<file path="src/hw/rtl/camera_ray_generator_core_defines.svh">
// Assertion macros shared by the camera ray generator RTL.
`ifndef CAMERA_RAY_GENERATOR_CORE_DEFINES_SVH
`define CAMERA_RAY_GENERATOR_CORE_DEFINES_SVH

// Implication checked in the same cycle, off while reset is high.
`define CRG_ASSERT_IMPL(label, clk, rst, ante, cons) \
   label: assert property (@(posedge clk) disable iff (rst) (ante) |-> (cons)) \
      else $error("camera ray generator check failed");

// Implication checked in the next cycle, active during reset too.
`define CRG_ASSERT_NEXT(label, clk, ante, cons) \
   label: assert property (@(posedge clk) (ante) |=> (cons)) \
      else $error("camera ray generator check failed");

`endif

</file>
<file path="src/hw/rtl/crg_pkg.sv">
// Shared types and constants of the camera ray generator.
package crg_pkg;

   // Field widths
   localparam int PIX_W      = 12;
   localparam int PLANE_FRAC = 20;
   localparam int PLANE_W    = 24;
   localparam int SRC_W      = 15;
   localparam int GRID_W     = 13;
   localparam int FOC_W      = 24;
   localparam int DIR_W      = 17;
   localparam int DIRZ_W     = 16;
   localparam int CSR_IDX_W  = 3;

   // Plane axis datapath
   localparam int A_W       = 28;
   localparam int NUM_W     = 38;
   localparam int DEN_W     = 37;
   localparam int REM_W     = 42;
   localparam int QUO_W     = 26;
   localparam int DIV_STEPS = 26;
   localparam int AXIS_LAT  = DIV_STEPS + 4;

   // Length and direction datapath
   localparam int SQ_W       = 48;
   localparam int ROOT_STEPS = 24;
   localparam int DIR_STEPS  = 17;
   localparam int DIR_REM_W  = 25;
   localparam int SIDE_LEN   = ROOT_STEPS + 1 + DIR_STEPS + 1;
   localparam int DIV_TAP    = ROOT_STEPS + 1;
   localparam int TOTAL_LAT  = AXIS_LAT + 2 + ROOT_STEPS + DIR_STEPS + 1;

   localparam logic [QUO_W-1:0] POS_LIMIT = QUO_W'(8388607);
   localparam logic [QUO_W-1:0] NEG_LIMIT = QUO_W'(8388608);
   localparam logic [4:0]       INT_LIMIT = 5'd16;

   typedef enum logic [CSR_IDX_W-1:0] {
      CSR_FOCAL_X       = 3'd0,
      CSR_FOCAL_Y       = 3'd1,
      CSR_CENTER_X      = 3'd2,
      CSR_CENTER_Y      = 3'd3,
      CSR_GRID_WIDTH    = 3'd4,
      CSR_GRID_HEIGHT   = 3'd5,
      CSR_SOURCE_WIDTH  = 3'd6,
      CSR_SOURCE_HEIGHT = 3'd7
   } csr_index_type;

   // Result of one plane axis
   typedef struct packed {
      logic [PLANE_W-1:0] mag;
      logic               neg;
      logic               clip;
   } axis_out_type;

   // Per-ray data riding beside the length pipeline
   typedef struct packed {
      logic [PLANE_W-1:0] mag_x;
      logic [PLANE_W-1:0] mag_y;
      logic               neg_x;
      logic               neg_y;
      logic               clip;
   } ray_side_type;

endpackage

</file>
<file path="src/hw/rtl/crg_dir_div.sv">
// Pipelined restoring divide for one direction component, rounded to nearest.
module crg_dir_div import crg_pkg::*; (
   input  logic               clock,
   input  logic [PLANE_W-1:0] num,
   input  logic [PLANE_W-1:0] den,
   output logic [DIR_W-1:0]   quo
);

   logic [DIR_REM_W-1:0] rem_ff [DIR_STEPS];
   logic [DIR_REM_W-1:0] rem_in [DIR_STEPS];
   logic [DIR_W-1:0]     q_ff   [DIR_STEPS];
   logic [DIR_W-1:0]     q_in   [DIR_STEPS];
   logic [PLANE_W-1:0]   den_ff [DIR_STEPS];
   logic [DIR_W-1:0]     q_last;

   // One quotient bit per stage, most significant first
   always_comb begin
      logic [DIR_REM_W-1:0] r;
      logic [DIR_W-1:0]     q;
      logic [PLANE_W-1:0]   d;
      logic                 ge;
      logic [DIR_REM_W-1:0] diff;
      for (int k = 0; k < DIR_STEPS; k++) begin
         if (k == 0) begin
            r = {1'b0, num};
            q = '0;
            d = den;
         end else begin
            r = rem_ff[k-1];
            q = q_ff[k-1];
            d = den_ff[k-1];
         end
         ge        = r >= {1'b0, d};
         diff      = ge ? r - {1'b0, d} : r;
         rem_in[k] = {diff[DIR_REM_W-2:0], 1'b0};
         q_in[k]   = {q[DIR_W-2:0], ge};
      end
   end

   always_ff @(posedge clock) begin
      for (int k = 0; k < DIR_STEPS; k++) begin
         rem_ff[k] <= rem_in[k];
         q_ff[k]   <= q_in[k];
      end
      den_ff[0] <= den;
      for (int k = 1; k < DIR_STEPS; k++) begin
         den_ff[k] <= den_ff[k-1];
      end
   end

   // Drop the extra bit with rounding
   assign q_last = q_ff[DIR_STEPS-1];
   assign quo    = {1'b0, q_last[DIR_W-1:1]} + DIR_W'(q_last[0]);

endmodule

</file>
<file path="config.mk">
export PLATFORM = sky130hd
export DESIGN_NAME = crg_dir_div
export DESIGN_NICKNAME = d
export VERILOG_FILES = /design/src/hw/rtl/camera_ray_generator_core_defines.svh /design/src/hw/rtl/crg_pkg.sv /design/src/hw/rtl/crg_dir_div.sv
export SDC_FILE = /design/constraint.sdc
export NUM_CORES = 2
export LEC_CHECK = 0
export BUFFER_PORTS_ARGS = -buffer_cell sky130_fd_sc_hd__buf_2
export CAP_MARGIN = 10
export CORE_MARGIN = 4
export CORE_UTILIZATION = 43
export CTS_CLUSTER_SIZE = 12
export DETAILED_ROUTE_END_ITERATION = 8
export PLACE_DENSITY_LB_ADDON = 0.25
export SETUP_SLACK_MARGIN = 0.05
export SKIP_CTS_REPAIR_TIMING = 1
export SLEW_MARGIN = 5
export SYNTH_ARGS = -nofsm -noshare
export SYNTH_HDL_FRONTEND = slang
export SYNTH_SLANG_ARGS = --single-unit
</file>
<file path="constraint.sdc">
create_clock -name clock -period 9.6 [get_ports clock]
set_input_delay 1.44 -clock clock [delete_from_list [all_inputs] [get_ports clock]]
set_output_delay 1.44 -clock clock [all_outputs]
set_load 0.01 [all_outputs]
</file>
# --- After elaboration in Yosys (flattened, before gate mapping) ---
# Memory sizes are Yosys's and may differ from the RTL's.
# Cells that the tools add are included.
totals:
  reg_bits: 0
  ramBits: 1105
  word_cells: 55
  mem_count: 3
mem_list:
  columns: ["name", "words", "width", "rd", "rd_clocked_by_memory_dff", "write_ports", "line", "source"]
  rows:
  - ["den_ff", 17, 24, 16, 0, 17, "crg_dir_div.sv:13", "logic [PLANE_W-1:0] den_ff [DIR_STEPS];"]
  - ["rem_ff", 17, 24, 16, 0, 17, "crg_dir_div.sv:9", "logic [DIR_REM_W-1:0] rem_ff [DIR_STEPS];"]
  - ["q_ff", 17, 17, 17, 0, 17, "crg_dir_div.sv:11", "logic [DIR_W-1:0] q_ff [DIR_STEPS];"]
op_classes:
  n_addsub: 18
  magnitude_cmp: 17
  muxes: 17
op_table:
  columns: ["operator", "n"]
  rows:
  - ["$mux W24", 17]
  - ["$sub A24 B24 Y24", 17]
  - ["$ge A25 B24 Y1", 16]
  - ["$ge A24 B24 Y1", 1]
  - ["$add A16 B1 Y17", 1]

# --- Longest topological paths before layout ---
# An unclocked memory read counts as a cell.
depth:
  ltp_word: 3
  depth_mapped: 14

# --- Worst setup path after synthesis ---
# Ideal clock, no wire load.
synth_path:
  path_kind: "input to register"
  startpoint: "input port den[3]"
  endpoint: "memory rem_ff[0][0] in the netlist's numbering"
  t_arrival_ns: 3.705
  t_required_ns: 9.472
  slack_ns: 5.766
  path_stages: 11
  n_path_buf: 1
  cell_sequence: "inv_1 > ha_1 > o21ai_0 > a211oi_1 > o31ai_1 > a21oi_1 > a211oi_1 > o21bai_1 > a21oi_1 > clkbuf_1 > o21ai_0"
synth_lines:
  columns: ["element", "line", "source"]
  rows:
  - ["start, declared", "crg_dir_div.sv:5", "input logic [PLANE_W-1:0] den,"]
  - ["end, declared", "crg_dir_div.sv:9", null]

==> flow_summary.toml <==
[status]
status = "finished, final reports clean"

[die]
rows = 116
start_util_pct = 43.5
core_area_um2 = 100000
die_y_um = 327
io_pins = 66
die_w_um = 327
dieArea_um2 = 107000

[cts]
clk_pin_slew_worst_paths_ns = 0.06
cts_tree = "yes"
numClockSinks = 921
clock-root-buffer = "clkbuf_16"
clkLatencyLatePin_ns = 0.67
cts_made_buffers = 98
cts_buffer_depth = 3
cts_htree_levels = 3

[synth]
syn_inst = 4596
synth_edf_count = 0
ys.flop_type = "dfxtp_1"
post_synth_fa_ha_maj_area_fraction_pct = 12.4
async_flop_share_pct = 0
synth_area_um2 = 43700
synth_xor_area_share_pct = 6.15
synth-simple-area-share_pct = 11.2
synth_compound_gate_area_share_pct = 16.4
syn-num-nets = 5070
yosysWarnings = 0
synth.distinct_cells = 88
syn_area_per_cell_um2 = 9.51
synth_top_family_by_area = "compound AO/OA/AOI/OAI gates"
ys_seq_elements = 921
synth-seq-area-share_pct = 42.2
synth.area.mux_share_pct = 6.26

[finish]
fillCellCount = 9506
syn_to_final_growth_pct = 11.5
final-seq-area_um2 = 18400
drive_gt1_share_pct = 10.2
mostFrequentLayoutCells = "dfxtp_1, inv_1, ha_1"
mostFrequentLayoutCell = "dfxtp_1"
nets = 5176
multi_input_area_um2 = 23000
layoutNonFillerInstCount = 6126

[timing]
rsz0062_at_grt = "false"
final_hold_viol_count = 0
period_share_pct = 41.7
maxSlewViolCount = 0
finalClockSkew_ns = 0.0524
slew_headroom_pct = 33.8
worstMarginPinSlew_ns = 0.969
finalCriticalPeriod_ns = 4.00
setup_viol = 0
final.setup.tns_ns = 0
fmax_ghz = 0.250
layout_setup_ws_ns = 5.60

[critical_path]
critical_path.max_stage_delay_ns = 0.41
endpoint_kind = "output pin"
crit_type = "flip-flop to output pin"
cp_common_cell = "and3_1"
worstPathArrival_ns = 2.56
startpoint = "q_ff[0][277]"
crit_chain = "and3_1, and2_1, and3_1, and4_1, nand3_1, nor2_1, xor2_1, buf_2"
startpoint_type = "flip-flop"
required_ns = 8.16
r2r_start = "den_ff[0][293]"
path_max_fanout = 4
critPathSlowestCell = "dfxtp_1"

[route]
routedWlPerCell_um = 15.8
viasPerCell = 5.12
drt-initial-drc-count = 1562
vias = 31367
wl_mm = 96.9
postRouteAntennaNets = 0
firstDrtPassIters = 5
drcViolationCount = 0

[hold_path]
min_from = "q_ff[0][231]"
hold_class = "flip-flop to flip-flop"

[grt]
grt_max_degree = 49
antenna_found_initial = 1
grt.total_usage_pct = 17.8
grt-ovfl-total = 0
grt_pass1_wl_mm = 157
grt_pass1_vias = 30868

[place]
dpl.hpwl_mm = 76.5
dp.cells = 5959
gp_congestion = 0.900
pre_cts_ws_ns = 5.12
port_buffers = 65

[power_and_ir_drop]
pwr_density_cell_nw_per_um2 = 382
p_leak_nw = 22.5
vdd_drop_max_mv = 0.265

[run]
cap_violations = 0
[synthesized netlist by cell type (10+ instances only)]
master     count  share of area (%)
nor4_1        15               0.21
a211o_1       10               0.20
nand4_1       55               0.79
fa_1          16               0.73
o21ai_0      238                2.7
nor2b_1       72                1.0
and2_1        22               0.31
inv_1        515                4.4
and4_1        13               0.26
nor3_1        65               0.74
or2_2         12               0.17
o21a_1        84                1.4
nand2b_1      33               0.47
o211ai_1      17               0.29
mux2_4        33                1.1
or3_1         24               0.34
o31ai_1       30               0.52
and3_1        40               0.57
a21boi_0      18               0.31
clkbuf_1      33               0.28
o2111ai_1     11               0.22
a211oi_1      37               0.64
nor3b_1       10               0.17
mux2_1        10               0.26
mux2_2       172                4.4
a21o_1       145                2.5
o21bai_1      37               0.64
xnor2_1      202                4.0
nand3_1       79               0.90
dfxtp_1      921                 42
nand2_1      262                2.2
a31oi_1       29               0.41
o31a_1        21               0.42
mux2i_1       19               0.44
xor2_1       105                2.1
a21oi_1      319                3.7
nor2_1       293                2.5
ha_1         409                 12
buf_2         18               0.21
[power by group]
part / leakage [nW] / switching [mW] / total (mW) / internal (mW)
Clock: 1.61 / 1.52 / 3.75 / 2.23
Sequential: 7.76 / 0.705 / 5.83 / 5.12
Combinational: 13.1 / 4.78 / 9.03 / 4.25
Total: 22.5 / 7.00 / 18.6 / 11.6
[per-layer routing]
metal	share of wire, %	up-vias	track usage [%]
li1	-	16102	-
met2	48	468	31.3
met1	45	14607	21.9
met4	4.2	0	7.22
met5	0	-	0
met3	3.3	190	2.48
[cell families (layout without fill, tap and decap cells)]
kind of cell / after synthesis / after routing
muxes: 234 / 234
and+or+nand+nor: 1016 / 1016
DFF: 921 / 921
AOI/OAI and AO/OA: 1103 / 1103
buffers and inverters: 590 / 762
adders and majority gates: 425 / 425
other: 0 / 1
xor gates and xnor gates: 307 / 307
[sequential cells by signal (all words and copies together), names as in the netlist]
signal	cells
q_ff	153
rem_ff	384
den_ff	384
[path summary, 6_finish.rpt]
check                                      end  slack [ns]  depth (start not counted)
worst max-delay path                   quo[15]        5.60                          8
worst min-delay path              q_ff[0][249]        0.32                          0
worst max register to register  rem_ff[0][320]        5.74                         10
worst min register to register    q_ff[0][249]        0.32                          0
[cell type report]
cell class              instances  area share, %
multi-input cells            3085           47.1
well taps                    1357           3.48
clock buffers                 146           6.06
clock inverters                20          0.683
inverters                     517           3.98
diodes                          1        0.00513
repair buffers                 79          0.883
flip-flops and latches        921           37.8
[per-stage QoR]
stage / hold WS (ns) / cell area [µm²] / utilization (%) / total power [mW]
floorplan: 0.310 / 43700 / - / 12.9
global placement: 0.310 / 45500 / 45.3 / 14.8
detailed placement: 0.312 / 45500 / 45.3 / 14.9
CTS: 0.325 / 48800 / 48.5 / 18.7
global route: 0.325 / 48800 / 48.5 / 20.1
finish: 0.321 / 48800 / 48.5 / 18.6
[critical path: cells and delay by family (launching register included)]
family / cells / cell delay [ns]
XOR/XNOR: 1 / 0.16
buffers and inverters: 1 / 0.16
flip-flops: 1 / 0.41
AND/OR/NAND/NOR: 6 / 1.16
Note: power is estimated with default switching activity, not from simulation.
